### config.mk
export PLATFORM = sky130hd
export DESIGN_NAME = ring_queue_with_reverse_flat
export DESIGN_NICKNAME = d
export VERILOG_FILES = /design/src/rtl/rqr_pkg.sv /design/src/rtl/rqr_if.sv /design/src/rtl/rqr_ram.sv /design/src/rtl/rqr_ctrl.sv /design/src/rtl/rqr_dp.sv /design/src/rtl/ring_queue_with_reverse.sv /design/src/flat_wrapper.sv
export SDC_FILE = /design/constraint.sdc
export NUM_CORES = 1
export LEC_CHECK = 0
export ABC_AREA = 0
export BUFFER_PORTS_ARGS = -buffer_cell sky130_fd_sc_hd__clkbuf_2
export CAP_MARGIN = 5
export CORE_MARGIN = 5
export CORE_UTILIZATION = 56
export DETAILED_ROUTE_END_ITERATION = 7
export PLACE_DENSITY = 0.76
export SETUP_SLACK_MARGIN = 0.4
export SLEW_MARGIN = 20
export SYNTH_ARGS = -nofsm -noshare
export SYNTH_HDL_FRONTEND = slang
export SYNTH_SLANG_ARGS = --single-unit
### constraint.sdc
create_clock -name clk -period 4.7 [get_ports clk]
set_input_delay 0.47 -clock clk [delete_from_list [all_inputs] [get_ports clk]]
set_output_delay 0.47 -clock clk [all_outputs]
set_load 0.01 [all_outputs]
### src/rtl/rqr_pkg.sv
// Shared constants, codes and controller/datapath types for the ring queue.
package rqr_pkg;

  localparam int unsigned DEPTH      = 16;
  localparam int unsigned DATA_WIDTH = 32;

  localparam int unsigned ADDR_W   = $clog2(DEPTH);
  localparam int unsigned CNT_W    = $clog2(DEPTH + 1);
  localparam int unsigned CMD_W    = 2;
  localparam int unsigned VALUE_W  = 32;
  localparam int unsigned COUNT_W  = 5;
  localparam int unsigned STATUS_W = 2;
  localparam int unsigned CAP_W    = 5;

  localparam logic [CAP_W-1:0] CAP_RESET = CAP_W'(16);

  localparam logic [CMD_W-1:0] CMD_PUSH = 2'd0;
  localparam logic [CMD_W-1:0] CMD_POP  = 2'd1;
  localparam logic [CMD_W-1:0] CMD_REV  = 2'd2;
  localparam logic [CMD_W-1:0] CMD_PEEK = 2'd3;

  localparam logic [STATUS_W-1:0] ST_DONE  = 2'd0;
  localparam logic [STATUS_W-1:0] ST_EMPTY = 2'd1;
  localparam logic [STATUS_W-1:0] ST_FULL  = 2'd2;

  typedef struct packed {
    logic                start;
    logic [STATUS_W-1:0] status;
    logic                push;
    logic                pop;
    logic                rev_start;
    logic                pop_cap;
    logic                rev_rlo;
    logic                rev_rhi;
    logic                rev_wlo;
    logic                rev_whi;
    logic                finish;
  } dp_cmd_t;

  typedef struct packed {
    logic empty;
    logic full;
    logic last_item;
    logic few;
    logic last_pair;
    logic out_free;
  } dp_stat_t;

endpackage

### src/rtl/rqr_if.sv
// Request and result channel interfaces of the ring queue.
interface rqr_in_if;
  logic                                 valid;
  logic                                 ready;
  logic        [rqr_pkg::CMD_W-1:0]     command;
  logic signed [rqr_pkg::VALUE_W-1:0]   push_value;

  modport source (output valid, command, push_value, input ready);
  modport sink (input valid, command, push_value, output ready);
endinterface

interface rqr_out_if;
  logic                                 valid;
  logic                                 ready;
  logic signed [rqr_pkg::VALUE_W-1:0]   front_value;
  logic signed [rqr_pkg::VALUE_W-1:0]   rear_value;
  logic        [rqr_pkg::COUNT_W-1:0]   item_count;
  logic        [rqr_pkg::STATUS_W-1:0]  status;

  modport source (output valid, front_value, rear_value, item_count, status, input ready);
  modport sink (input valid, front_value, rear_value, item_count, status, output ready);
endinterface

### src/rtl/rqr_ram.sv
// Generic single write, single read RAM with registered read data.
module rqr_ram #(
  parameter int unsigned WIDTH = 32,
  parameter int unsigned DEPTH = 16
) (
  input  logic                     clk,
  input  logic                     we,
  input  logic [$clog2(DEPTH)-1:0] waddr,
  input  logic [WIDTH-1:0]         wdata,
  input  logic [$clog2(DEPTH)-1:0] raddr,
  output logic [WIDTH-1:0]         rdata
);

  logic [WIDTH-1:0] mem [DEPTH];

  always_ff @(posedge clk) begin
    if (we) begin
      mem[waddr] <= wdata;
    end
    rdata <= mem[raddr];
  end

endmodule

### src/rtl/rqr_ctrl.sv
// Command sequencer of the ring queue.
module rqr_ctrl (
  input  logic                         clk,
  input  logic                         rst_n,
  input  logic                         in_valid,
  output logic                         in_ready,
  input  logic [rqr_pkg::CMD_W-1:0]    command,
  input  rqr_pkg::dp_stat_t            stat,
  output rqr_pkg::dp_cmd_t             cmd
);

  localparam logic [2:0] S_IDLE = 3'd0;
  localparam logic [2:0] S_POP  = 3'd1;
  localparam logic [2:0] S_RLO  = 3'd2;
  localparam logic [2:0] S_RHI  = 3'd3;
  localparam logic [2:0] S_WLO  = 3'd4;
  localparam logic [2:0] S_WHI  = 3'd5;
  localparam logic [2:0] S_FIN  = 3'd6;

  logic [2:0] state_r;
  logic [2:0] state_nxt;

  always_comb begin
    cmd       = '0;
    state_nxt = state_r;
    in_ready  = (state_r == S_IDLE) && stat.out_free;
    unique case (state_r)
      S_IDLE: begin
        if (in_ready && in_valid) begin
          cmd.start  = 1'b1;
          cmd.status = rqr_pkg::ST_DONE;
          state_nxt  = S_FIN;
          unique case (command)
            rqr_pkg::CMD_PUSH: begin
              if (stat.full) begin
                cmd.status = rqr_pkg::ST_FULL;
              end else begin
                cmd.push = 1'b1;
              end
            end
            rqr_pkg::CMD_POP: begin
              if (stat.empty) begin
                cmd.status = rqr_pkg::ST_EMPTY;
              end else begin
                cmd.pop = 1'b1;
                // The new front has to be fetched unless the queue drains.
                if (!stat.last_item) begin
                  state_nxt = S_POP;
                end
              end
            end
            rqr_pkg::CMD_REV: begin
              if (!stat.few) begin
                cmd.rev_start = 1'b1;
                state_nxt     = S_RLO;
              end
            end
            default: begin
            end
          endcase
        end
      end
      S_POP: begin
        cmd.pop_cap = 1'b1;
        state_nxt   = S_FIN;
      end
      S_RLO: begin
        cmd.rev_rlo = 1'b1;
        state_nxt   = S_RHI;
      end
      S_RHI: begin
        cmd.rev_rhi = 1'b1;
        state_nxt   = S_WLO;
      end
      S_WLO: begin
        cmd.rev_wlo = 1'b1;
        state_nxt   = S_WHI;
      end
      S_WHI: begin
        cmd.rev_whi = 1'b1;
        state_nxt   = stat.last_pair ? S_FIN : S_RLO;
      end
      S_FIN: begin
        cmd.finish = 1'b1;
        state_nxt  = S_IDLE;
      end
      default: begin
        state_nxt = S_IDLE;
      end
    endcase
  end

  always_ff @(posedge clk) begin
    if (!rst_n) begin
      state_r <= S_IDLE;
    end else begin
      state_r <= state_nxt;
    end
  end

endmodule

### src/rtl/rqr_dp.sv
// Pointers, count, cached end values, item store and result register of the ring queue.
module rqr_dp (
  input  logic                                 clk,
  input  logic                                 rst_n,
  input  rqr_pkg::dp_cmd_t                     cmd,
  output rqr_pkg::dp_stat_t                    stat,
  input  logic signed [rqr_pkg::VALUE_W-1:0]   push_value,
  input  logic                                 cfg_we,
  input  logic        [rqr_pkg::CAP_W-1:0]     cfg_wdata,
  output logic                                 out_valid,
  input  logic                                 out_ready,
  output logic signed [rqr_pkg::VALUE_W-1:0]   front_value,
  output logic signed [rqr_pkg::VALUE_W-1:0]   rear_value,
  output logic        [rqr_pkg::COUNT_W-1:0]   item_count,
  output logic        [rqr_pkg::STATUS_W-1:0]  status
);

  localparam int unsigned AW = rqr_pkg::ADDR_W;
  localparam int unsigned CW = rqr_pkg::CNT_W;
  localparam int unsigned DW = rqr_pkg::DATA_WIDTH;
  localparam logic [AW-1:0] LAST_SLOT = AW'(rqr_pkg::DEPTH - 1);

  logic [AW-1:0] head_r, tail_r, lo_r, hi_r;
  logic [CW-1:0] count_r, pairs_r;
  logic [rqr_pkg::CAP_W-1:0] cap_r;
  logic [DW-1:0] front_r, rear_r, tmp_r;
  logic [rqr_pkg::STATUS_W-1:0] status_r;

  logic                            out_valid_r;
  logic [rqr_pkg::VALUE_W-1:0]     out_front_r, out_rear_r;
  logic [rqr_pkg::COUNT_W-1:0]     out_count_r;
  logic [rqr_pkg::STATUS_W-1:0]    out_status_r;

  logic [AW-1:0] head_inc, tail_inc, tail_dec, lo_inc, hi_dec;
  logic [CW-1:0] limit;
  logic [DW-1:0] word;

  logic          ram_we;
  logic [AW-1:0] ram_waddr, ram_raddr;
  logic [DW-1:0] ram_wdata, ram_rdata;

  assign head_inc = (head_r == LAST_SLOT) ? '0 : head_r + 1'b1;
  assign tail_inc = (tail_r == LAST_SLOT) ? '0 : tail_r + 1'b1;
  assign tail_dec = (tail_r == '0) ? LAST_SLOT : tail_r - 1'b1;
  assign lo_inc   = (lo_r == LAST_SLOT) ? '0 : lo_r + 1'b1;
  assign hi_dec   = (hi_r == '0) ? LAST_SLOT : hi_r - 1'b1;

  // A limit above the store depth is clipped to the depth.
  assign limit = (32'(cap_r) > rqr_pkg::DEPTH) ? CW'(rqr_pkg::DEPTH) : CW'(cap_r);
  assign word  = DW'(push_value);

  assign stat.empty     = (count_r == '0);
  assign stat.full      = (count_r >= limit);
  assign stat.last_item = (count_r == CW'(1));
  assign stat.few       = (count_r < CW'(2));
  assign stat.last_pair = (pairs_r == CW'(1));
  assign stat.out_free  = !out_valid_r || out_ready;

  always_comb begin
    ram_we    = 1'b0;
    ram_waddr = tail_r;
    ram_wdata = word;
    ram_raddr = head_inc;
    if (cmd.push) begin
      ram_we = 1'b1;
    end else if (cmd.rev_wlo) begin
      ram_we    = 1'b1;
      ram_waddr = lo_r;
      ram_wdata = ram_rdata;
    end else if (cmd.rev_whi) begin
      ram_we    = 1'b1;
      ram_waddr = hi_r;
      ram_wdata = tmp_r;
    end
    if (cmd.rev_rlo) begin
      ram_raddr = lo_r;
    end else if (cmd.rev_rhi) begin
      ram_raddr = hi_r;
    end
  end

  rqr_ram #(
    .WIDTH (DW),
    .DEPTH (rqr_pkg::DEPTH)
  ) u_store (
    .clk   (clk),
    .we    (ram_we),
    .waddr (ram_waddr),
    .wdata (ram_wdata),
    .raddr (ram_raddr),
    .rdata (ram_rdata)
  );

  always_ff @(posedge clk) begin
    if (!rst_n) begin
      head_r      <= '0;
      tail_r      <= '0;
      count_r     <= '0;
      cap_r       <= rqr_pkg::CAP_RESET;
      out_valid_r <= 1'b0;
    end else begin
      if (cfg_we) begin
        cap_r <= cfg_wdata;
      end
      if (cmd.push) begin
        tail_r  <= tail_inc;
        count_r <= count_r + 1'b1;
      end
      if (cmd.pop) begin
        head_r  <= head_inc;
        count_r <= count_r - 1'b1;
      end
      if (cmd.finish) begin
        out_valid_r <= 1'b1;
      end else if (out_ready) begin
        out_valid_r <= 1'b0;
      end
    end
  end

  always_ff @(posedge clk) begin
    if (cmd.start) begin
      status_r <= cmd.status;
    end
    if (cmd.push) begin
      rear_r <= word;
      if (count_r == '0) begin
        front_r <= word;
      end
    end
    if (cmd.pop_cap) begin
      front_r <= ram_rdata;
    end
    // After a reverse the old rear is the front, so the cached ends trade places.
    if (cmd.rev_start) begin
      front_r <= rear_r;
      rear_r  <= front_r;
      lo_r    <= head_r;
      hi_r    <= tail_dec;
      pairs_r <= count_r >> 1;
    end
    if (cmd.rev_rhi) begin
      tmp_r <= ram_rdata;
    end
    if (cmd.rev_whi) begin
      lo_r    <= lo_inc;
      hi_r    <= hi_dec;
      pairs_r <= pairs_r - 1'b1;
    end
    if (cmd.finish) begin
      out_front_r  <= (count_r == '0) ? '0 : rqr_pkg::VALUE_W'(front_r);
      out_rear_r   <= (count_r == '0) ? '0 : rqr_pkg::VALUE_W'(rear_r);
      out_count_r  <= rqr_pkg::COUNT_W'(count_r);
      out_status_r <= status_r;
    end
  end

  assign out_valid   = out_valid_r;
  assign front_value = out_front_r;
  assign rear_value  = out_rear_r;
  assign item_count  = out_count_r;
  assign status      = out_status_r;

endmodule

### src/rtl/ring_queue_with_reverse.sv
// Top level of the ring queue with push, pop, reverse and peek.
//
//   channel   direction  contents
//   in_ch     sink       command, push_value
//   out_ch    source     front_value, rear_value, item_count, status
//   cfg_*     write      capacity_limit (cfg_we, cfg_wdata)
//
// Push, peek, refused requests and a pop that empties the queue pass from idle
// straight to the finish state; any other pop first passes a state that captures
// the new front from the store's read port. Reverse swaps each pair with two reads
// and two writes, issued one store access per cycle.
// Reset is synchronous and active low and empties the queue; the limit returns to 16.
// A request is taken while idle, with the result register empty or being drained.
module ring_queue_with_reverse (
  input  logic                         clk,
  input  logic                         rst_n,
  rqr_in_if.sink                       in_ch,
  rqr_out_if.source                    out_ch,
  input  logic                         cfg_we,
  input  logic [rqr_pkg::CAP_W-1:0]    cfg_wdata
);

  rqr_pkg::dp_cmd_t  cmd;
  rqr_pkg::dp_stat_t stat;

  rqr_ctrl u_ctrl (
    .clk      (clk),
    .rst_n    (rst_n),
    .in_valid (in_ch.valid),
    .in_ready (in_ch.ready),
    .command  (in_ch.command),
    .stat     (stat),
    .cmd      (cmd)
  );

  rqr_dp u_dp (
    .clk         (clk),
    .rst_n       (rst_n),
    .cmd         (cmd),
    .stat        (stat),
    .push_value  (in_ch.push_value),
    .cfg_we      (cfg_we),
    .cfg_wdata   (cfg_wdata),
    .out_valid   (out_ch.valid),
    .out_ready   (out_ch.ready),
    .front_value (out_ch.front_value),
    .rear_value  (out_ch.rear_value),
    .item_count  (out_ch.item_count),
    .status      (out_ch.status)
  );

endmodule
### src/flat_wrapper.sv
// flat-port wrapper written by rule: the top's interface ports become plain ports
module ring_queue_with_reverse_flat 
  (clk, rst_n, cfg_we, cfg_wdata, in_ch_valid, in_ch_command, in_ch_push_value, in_ch_ready, out_ch_valid, out_ch_front_value, out_ch_rear_value, out_ch_item_count, out_ch_status, out_ch_ready);
  rqr_in_if in_ch_i ();
  rqr_out_if out_ch_i ();
  input  logic clk;
  input  logic rst_n;
  input  logic cfg_we;
  input  logic [rqr_pkg::CAP_W-1:0] cfg_wdata;
  input wire logic [$bits(in_ch_i.valid)-1:0] in_ch_valid;
  input wire logic [$bits(in_ch_i.command)-1:0] in_ch_command;
  input wire logic [$bits(in_ch_i.push_value)-1:0] in_ch_push_value;
  output wire logic [$bits(in_ch_i.ready)-1:0] in_ch_ready;
  output wire logic [$bits(out_ch_i.valid)-1:0] out_ch_valid;
  output wire logic [$bits(out_ch_i.front_value)-1:0] out_ch_front_value;
  output wire logic [$bits(out_ch_i.rear_value)-1:0] out_ch_rear_value;
  output wire logic [$bits(out_ch_i.item_count)-1:0] out_ch_item_count;
  output wire logic [$bits(out_ch_i.status)-1:0] out_ch_status;
  input wire logic [$bits(out_ch_i.ready)-1:0] out_ch_ready;
  assign in_ch_i.valid = in_ch_valid;
  assign in_ch_i.command = in_ch_command;
  assign in_ch_i.push_value = in_ch_push_value;
  assign in_ch_ready = in_ch_i.ready;
  assign out_ch_valid = out_ch_i.valid;
  assign out_ch_front_value = out_ch_i.front_value;
  assign out_ch_rear_value = out_ch_i.rear_value;
  assign out_ch_item_count = out_ch_i.item_count;
  assign out_ch_status = out_ch_i.status;
  assign out_ch_i.ready = out_ch_ready;
  ring_queue_with_reverse u_core (.clk(clk), .rst_n(rst_n), .in_ch(in_ch_i), .out_ch(out_ch_i), .cfg_we(cfg_we), .cfg_wdata(cfg_wdata));
endmodule
# == Word-level counts from Yosys, hierarchy flattened ==
# Memories as Yosys holds them, arrays and structs flattened. A register that Yosys moved wholly into a read port is not among the register bits.
# Index checks and enable logic that the tools add are counted.
# classes
addsub,8
magnitude_cmp,3
eq_ne,14
mux,59
reduce_logical,17
# op_table
operator,count
two-way mux 32 bit,9
two-way mux 4 bit,14
two-way mux 5 bit,5
two-way mux 1 bit,20
case mux 3 bit (6 select lines),1
two-way mux 3 bit,5
adder 4 x 1 -> 4 bit (second input constant),3
equality test 4 bit (second input constant),3
two-way mux 6 bit,2
equality test 5 x 1 -> 1 bit (second input constant),2
subtractor 5 x 1 -> 5 bit (second input constant),2
equality test 3 bit (second input constant),3
logical NOT 4 bit,2
nonzero test 2 bit,4
subtractor 4 x 1 -> 4 bit (second input constant),2
equality test 3 x 2 -> 1 bit (second input constant),2
case mux 3 bit (2 select lines),1
nonzero test 3 bit,2
adder 5 x 1 -> 5 bit (second input constant),1
greater-or-equal comparator 5 bit,1
greater-than comparator 5 bit (second input constant),1
logical NOT 5 bit,1
less-than comparator 5 x 2 -> 1 bit (second input constant),1
case mux 2 bit (2 select lines),1
other kinds (11),13
# totals
ff_bits,204
mem_bits_rw,512
in_bits,44
out_inout_bits,73
wordCells,119
memories,1
# memory_table
name,depth,word_bits,rd,rd_ports_with_merged_regs,write_ports,line,rtl
u_core.u_dp.u_store.mem,16,32,1,1,1,rqr_ram.sv:14,logic [WIDTH-1:0] mem [DEPTH];

# == Longest topological paths before layout ==
# Gate-level depths: netlist (run 1).
# depth
word_depth,10
depth_mapped,9
mapped_depth_nobuf,8

# == Hierarchy ==
# From an unflattened synthesis (run 1), not the netlist that was laid out.
# unflattened
hier_cells,1598
area_unflattened_um2,29340.6
# by_module_without_submodules
module,n_inst,cells_per_inst,area_per_inst_um2,seq_area_each_um2
rqr_ram,1,838,19836.5,16015.4
rqr_dp,1,717,9162.5,5845.6
rqr_ctrl,1,43,341.6,60.1

# == Least setup slack after synthesis (run 1) ==
# No wires, ideal clock.
# synth_timing
kind,reg-to-reg
from,reg u_core.u_ctrl.state_r[0]
to,"reg u_core.u_dp.out_front_r (netlist bit u_core.u_dp.front_value[0]), enable pin"
setup_ns,0.502
arrival_ns,3.850
required_time_ns,4.198
slack_ns,0.348
stages_incl_launch_ff,5
path_buffers,3
period_less_slack_ns,4.352
cell_sequence,dfxtp_1 > buf_6 > buf_4 > clkbuf_1 > nor2_1
# synth_rtl
element,line,rtl
from (decl),rqr_ctrl.sv:20,logic [2:0] state_r;
from (signal assigned),rqr_ctrl.sv:97,state_r <= state_nxt;
to (signal assigned),rqr_dp.sv:151,out_front_r <= (count_r == '0) ? '0 : rqr_pkg::VALUE_W'(front_r);
to (decl),rqr_dp.sv:30,"logic [rqr_pkg::VALUE_W-1:0] out_front_r, out_rear_r;"

# == Worst setup path after layout (run 1) ==
# layout_timing
from,reg u_core.u_ctrl.state_r[1]
to,reg u_core.u_dp.u_store.rdata[19] (read register of u_core.u_dp.u_store.mem)
# layout_via
elab_chain_len,4
elab_cells_between_ends,6
cone_classes,2 x eq/ne; 4 x mux
# layout_lines
element,line,rtl
equality test 3 x 2 -> 1 bit,rqr_ctrl.sv:27,unique case (state_r)
two-way mux 1 bit,rqr_ctrl.sv:27,
two-way mux 4 bit,rqr_dp.sv:77,end else if (cmd.rev_rhi) begin
two-way mux 4 bit (*),rqr_dp.sv:75,if (cmd.rev_rlo) begin
to (decl),rqr_ram.sv:11,output logic [WIDTH-1:0] rdata
# Every way passes the cells marked *; elsewhere a longest branch is shown, timed or not.
# A chain may end at the register's enable or synchronous reset.

==> results of run 1 <==
[power by group]
group / total, µW / leakage [µW] / switching [µW] / internal (µW)
Combinational: 4380 / 0.00386 / 2950 / 1430
Clock: 5630 / 0.00114 / 2360 / 3280
Sequential: 8980 / 0.00673 / 410 / 8570
[stage by stage]
step | util [%] | hold slack [ns] | worst slack [ns] | std cells
floorplan | - | 0.400 | 0.987 | 2157
global placement | 60.0 | 0.404 | 1.14 | 2893
detailed placement | 60.0 | 0.408 | 1.03 | 2893
CTS | 64.3 | 0.0909 | 0.986 | 3024
global route | 64.4 | 0.127 | 0.722 | 3027
finish | 64.4 | 0.108 | 0.866 | 3027
[synthesized netlist by cell type, drive strengths merged, types with 9 or more instances]
master / count
a21oi: 269
a221oi: 32
a22o: 63
a31oi: 9
and2: 66
buf: 55
clkbuf: 84
dfxtp: 54
edfxtp: 694
ha: 20
inv: 20
mux2: 38
mux2i: 107
nand2: 356
nand3: 11
nor2: 85
nor3: 12
o21ai: 51
o22ai: 32
or4: 33
[cell type report]
class | count | area, µm² | area share, %
Clock inverter | 30 | 253 | 0.742
Tap cell | 688 | 861 | 2.53
Antenna cell | 2 | 5.00 | 0.0147
Inverter | 20 | 75.1 | 0.220
Timing Repair Buffer | 188 | 1270 | 3.72
Sequential cell | 748 | 21900 | 64.4
Multi-Input combinational cell | 1250 | 7620 | 22.4
Clock buffer | 101 | 2060 | 6.04
[routing by layer]
metal  vias to the layer above  routed length (µm)  global-route usage, %
li1                       8336                   -                      -
met1                      9272               28200                   33.0
met2                      1055               34000                   38.1
met3                       128                6820                   3.54
met4                         0                1650                   7.07
met5                         -                   0                      0
[sequential cells by signal (all words and copies together), names as in the netlist, 2 cells and up]
signal                     flops
u_core.u_dp.u_store.mem      512
u_core.u_dp.front_r           32
u_core.u_dp.front_value       32
u_core.u_dp.rear_r            32
u_core.u_dp.rear_value        32
u_core.u_dp.tmp_r             32
u_core.u_dp.u_store.rdata     32
u_core.u_dp.cap_r              5
u_core.u_dp.count_r            5
u_core.u_dp.item_count         5
u_core.u_dp.pairs_r            5
u_core.u_dp.head_r             4
u_core.u_dp.hi_r               4
u_core.u_dp.lo_r               4
u_core.u_dp.tail_r             4
u_core.u_ctrl.state_r          3
u_core.u_dp.status             2
u_core.u_dp.status_r           2
[final timing paths]
check | start | endpoint | depth (start not counted)
setup / recovery | u_core.u_ctrl.state_r[1] | u_core.u_dp.u_store.rdata[19] | 7
hold / removal | cfg_wdata[4] | u_core.u_dp.cap_r[4] | 3
setup reg to reg | u_core.u_ctrl.state_r[1] | u_core.u_dp.u_store.rdata[19] | 7
hold reg to reg | u_core.u_dp.status_r[1] | u_core.u_dp.status[1] | 0
[kinds of logic (layout without fill, tap and decap cells)]
kind of cell	after synthesis	in the layout	share of synthesized area [%]
other	0	2	0
buffers and inverters	159	339	2.35
AND/OR/NAND/NOR	590	590	8.68
AO/OA/AOI/OAI	487	487	9.84
flip-flops	748	748	73.0
XOR/XNOR	8	8	0.233
adder cells (fa/ha/maj)	20	20	0.834
multiplexers	145	145	5.03
[placed cells by master, fill, tap and decap left out, types with 33 or more instances in the layout]
cell type,n
edfxtp_1,694
nand2_1,356
a21oi_1,269
clkbuf_2,116
mux2i_1,104
clkbuf_16,76
nor2_1,67
and2_1,66
a22o_1,63
buf_4,61
dfxtp_1,53
o21ai_0,45
mux2_2,36
or4_1,33
[tightest hold or removal path, stage by stage]
cell      delay, ns
clkbuf_2       0.07
nand2_1        0.04
o211ai_1       0.07
==> flow_summary.yaml, run 1 <==
critical_path:
  critPathArrivalTime_ns: 4.31
  crit_chain: "nor2b_1 -> mux2_8 -> buf_12 -> a21oi_1 -> a22o_1 -> o22ai_1 -> or4_1"
  worst-path-buf-inv: 1
  cp-start-kind: "flip-flop"
  end_kind: "flip-flop"
  slowest_delay_ns: 0.88
  reg2reg_slack_ns: 0.87
  critPathKind: "reg2reg"
  worst_path_dominant_cell_family: "simple AND/OR/NAND/NOR gates"
  cp.required_ns: 5.17
  crit_slowest_cell: "nor2b_1"
  critPathMaxFanout: 153
routing:
  drt_iter0_drc: 2100
  drt_wl_total_um: 70700
  wl_per_cell_um: 23.4
  drc_errors: 0
  firstDrtPassIters: 6
  vias: 18800
  ant_nets: 0
  via_per_inst: 6.21
global_routing:
  grt_max_degree: 162
  grt_remaining_overflow: 0
  antenna_found_initial: 2
  grt_pass1_vias: 18400
  track_usage_pct: 23.3
  grt_pass1_wl_um: 108000
clock_tree:
  clockBufferDepth: 3
  cts_buffers: 72
  cts-resized-gates: 0
  clock_latency_ns: 0.60
  cts.sinks: 748
  cts.htree.levels: 3
  post-cts-setup-buffers: 0
  clk_pin_slew_ns: 0.06
  clock-root-buffer: "clkbuf_16"
  cts_tree: "built"
  holdBufCountCts: 0
floorplanning:
  die_x_um: 242
  die_y_um: 242
  pin_count: 117
  dieArea_um2: 58300
  rows: 84
  initial_core_util_pct: 56.8
  core_area_um2: 52900
synth:
  ys_seq_area_share_pct: 73.0
  syn-num-nets: 2221
  synthTopCellsByArea: "edfxtp_1, a21oi_1, nand2_1"
  async_flop_share_pct: 0
  synthCells: 2157
  synth_cell_types: 51
  yosysTopAreaCell: "edfxtp_1"
  ys_dominant_reg_cell: "edfxtp_1"
  syn_area_per_cell_um2: 13.9
  synth_edf_count: 694
  ys_seq_elements: 748
  synth_area_um2: 30000
  yosys.area.top_type_share_pct: 69.4
  yosysWarnings: 0
power_and_ir_drop:
  ir_drop_mv: 0.390
  p_leak_uw: 0.0117
  p_per_area_nw_per_um2: 558
  power_uw: 19000
finish:
  layout.nets: 2344
  fill_cells: 3532
  drive_gt1_share_pct: 15.4
  area_growth_pct: 13.5
  final_area_um2: 34100
status:
  outcome: "completed"
sta:
  max_freq_ghz: 0.261
  finalHoldViolCount: 0
  min_period_ns: 3.83
  finalSetupTns_ns: 0
  rsz0062_at_grt: "no"
  skew_ns: 0.0217
  finalCritPeriodShare_pct: 81.6
  setup_viol: 0
  worstMarginPinSlew_ns: 1.13
  slew_headroom_pct: 24.2
  maxSlewViolCount: 0
placement:
  placed_area_um2: 31700
  place_congestion: 0.843
  io_buffers: 116
  dp_hpwl_um: 39600
min_path:
  hold_class: "in2reg"
flow_run:
  drv_cap: 0
Power figures use the tool's default switching activity.
==> run 2: changes to the inputs <==
--- a/config.mk
+++ b/config.mk
@@ -9,9 +9,9 @@
 export BUFFER_PORTS_ARGS = -buffer_cell sky130_fd_sc_hd__clkbuf_2
 export CAP_MARGIN = 5
 export CORE_MARGIN = 5
-export CORE_UTILIZATION = 56
+export CORE_UTILIZATION = 61
 export DETAILED_ROUTE_END_ITERATION = 7
-export PLACE_DENSITY = 0.76
+export PLACE_DENSITY = 0.79
 export SETUP_SLACK_MARGIN = 0.4
 export SLEW_MARGIN = 20
 export SYNTH_ARGS = -nofsm -noshare
==> constraint.sdc (replaced) <==
create_clock -name clk -period 3.6 [get_ports clk]
set_input_delay 0.36 -clock clk [delete_from_list [all_inputs] [get_ports clk]]
set_output_delay 0.36 -clock clk [all_outputs]
set_load 0.01 [all_outputs]
==> run 2 against run 1 <==
Net effect:
- die area down 7.9%
- via count up 0.54%
- clock-buffer cell count unchanged
- critical path depth up 1
- routed wire length down 0.20%
- critical path type unchanged
==> flow_summary.yaml, run 2 (same netlist as run 1, synthesis figures left out) <==
power_and_ir_drop:
  pwr-share-comb_pct: 23.5
  power.internal_uw: 17800
  switching_power_uw: 7490
  p_per_area_nw_per_um2: 733
  p_sw_share_pct: 29.7
  ir_drop_mv: 0.373
  clkPwrFrac_pct: 30.3
  pwr-share-seq_pct: 46.2
  p_leak_uw: 0.0119
finish:
  drive_gt1_share_pct: 16.4
  diodes: 0
  top_register: "u_core.u_dp.u_store.mem"
  layout_commonest_cell: "edfxtp_1"
  regArea_um2: 21900
  final_area_um2: 34400
  mostFrequentLayoutCells: "edfxtp_1, nand2_1, a21oi_1, clkbuf_2, mux2i_1"
  largest_register_ffs: 512
  multi_input_area_um2: 7630
  area_growth_pct: 14.7
  fill_cells: 3013
  layout.nets: 2362
sta:
  max_freq_ghz: 0.330
  finalHoldViolCount: 0
  rsz0062_at_grt: "no"
  finalSetupTns_ns: 0
  maxSlewViolCount: 0
  min_period_ns: 3.03
  skew_ns: 0.0213
  worstMarginPinSlew_ns: 1.15
  finalCritPeriodShare_pct: 84.2
  slew_headroom_pct: 22.9
  setup_viol: 0
floorplanning:
  die_y_um: 232
  rows: 81
  core_area_um2: 48800
  dieArea_um2: 53700
  initial_core_util_pct: 61.4
  pin_count: 117
  die_x_um: 232
routing:
  drt_wl_total_um: 70600
  via_per_inst: 6.26
  wl_per_cell_um: 23.4
  vias: 18900
  drc_errors: 0
  firstDrtPassIters: 7
  ant_nets: 0
  drt_iter0_drc: 2732
clock_tree:
  clk_pin_slew_ns: 0.06
  cts_buffers: 71
  clockBufferDepth: 3
  clock-root-buffer: "clkbuf_16"
  cts.sinks: 748
  clock_latency_ns: 0.60
  cts.htree.levels: 3
  cts_tree: "built"
  holdBufCountCts: 0
placement:
  placed_area_um2: 32000
  dp_hpwl_um: 39900
  io_buffers: 116
  place_congestion: 0.852
flow_run:
  drv_cap: 0
critical_path:
  critPathKind: "reg2reg"
  cp-start-kind: "flip-flop"
  rr_startpoint: "u_core.u_dp.head_r[0]"
  critPathMaxFanout: 23
  end_kind: "flip-flop"
  cp.required_ns: 4.06
  startpoint: "u_core.u_dp.head_r[0]"
  critPathArrivalTime_ns: 3.49
global_routing:
  grt_remaining_overflow: 0
  grt_pass1_vias: 18800
  grt_pass1_wl_um: 107000
  antenna_found_initial: 1
  track_usage_pct: 25.9
  grt_max_degree: 98
min_path:
  hold_class: "in2reg"
  min_from: "cfg_wdata[2]"
status:
  outcome: "completed"
[run 2: cell count changes in the layout (fill, tap and decap cells not counted), moves of 3 or more]
cell       delta
buf_12       +13
clkinv_2      -5
buf_4         +7
clkinv_1      -5
o21ai_0       +3
bufinv_16     +5
[run 2: timing repair]
action                                  in CTS  in global routing
resized for setup                            1                  2
setup buffers                                0                  0
endpoints found under the setup margin       1                104
[run 2: path summary, 6_finish.rpt]
path	endpoint	depth (start not counted)	slack, ns
setup / recovery	u_core.u_dp.u_store.rdata[3]	8	0.57
hold / removal	u_core.u_dp.cap_r[2]	3	0.03
setup reg to reg	u_core.u_dp.u_store.rdata[3]	8	0.57
hold reg to reg	u_core.u_dp.status[0]	0	0.43
[run 2: power groups by stage]
stage	registers (µW)	logic (µW)	clock network, µW
4_1_cts	11600	5840	7730
3_5_place_dp	11800	5760	0
5_1_grt	11700	6370	8120
3_3_place_gp	11800	5550	0
6_report	11700	5940	7640
2_1_floorplan	11700	3700	0
[run 2: metal layers]
layer	vias up	GRT usage, %	part of all wire (%)
met1	9136	35.3	38
met5	-	0	0.0099
li1	8366	-	-
met3	183	5.62	11
met2	1205	41.7	48
met4	2	9.51	3.0
[run 2: critical path, cell delays in order, from the launching register on]
cell     delay [ns]
dfxtp_1        0.38
ha_1           0.32
a31oi_1        0.48
mux2i_4        0.34
buf_4          0.33
a21oi_1        0.19
a22o_1         0.19
o22ai_1        0.09
or4_1          0.57
[run 2: final cells by class]
| class | count | share of cell area [%] |
|---|---|---|
| Clock buffer | 101 | 5.85 |
| Clock inverter | 30 | 1.16 |
| Inverter | 20 | 0.218 |
| Multi-Input combinational cell | 1250 | 22.2 |
| Sequential cell | 748 | 63.7 |
| Tap cell | 664 | 2.41 |
| Timing Repair Buffer | 207 | 4.51 |
[run 2: per-stage QoR]
step / worst slack [ns] / total power, µW / util, % / hold slack (ns) / cells
floorplan: 0.0261 / 15400 / - / 0.400 / 2157
global placement: 0.475 / 17300 / 65.5 / 0.409 / 2889
detailed placement: 0.461 / 17600 / 65.5 / 0.417 / 2889
CTS: 0.539 / 25200 / 70.5 / 0.00576 / 3020
global route: 0.495 / 26200 / 70.5 / 0.0415 / 3020
finish: 0.569 / 25200 / 70.5 / 0.0270 / 3020
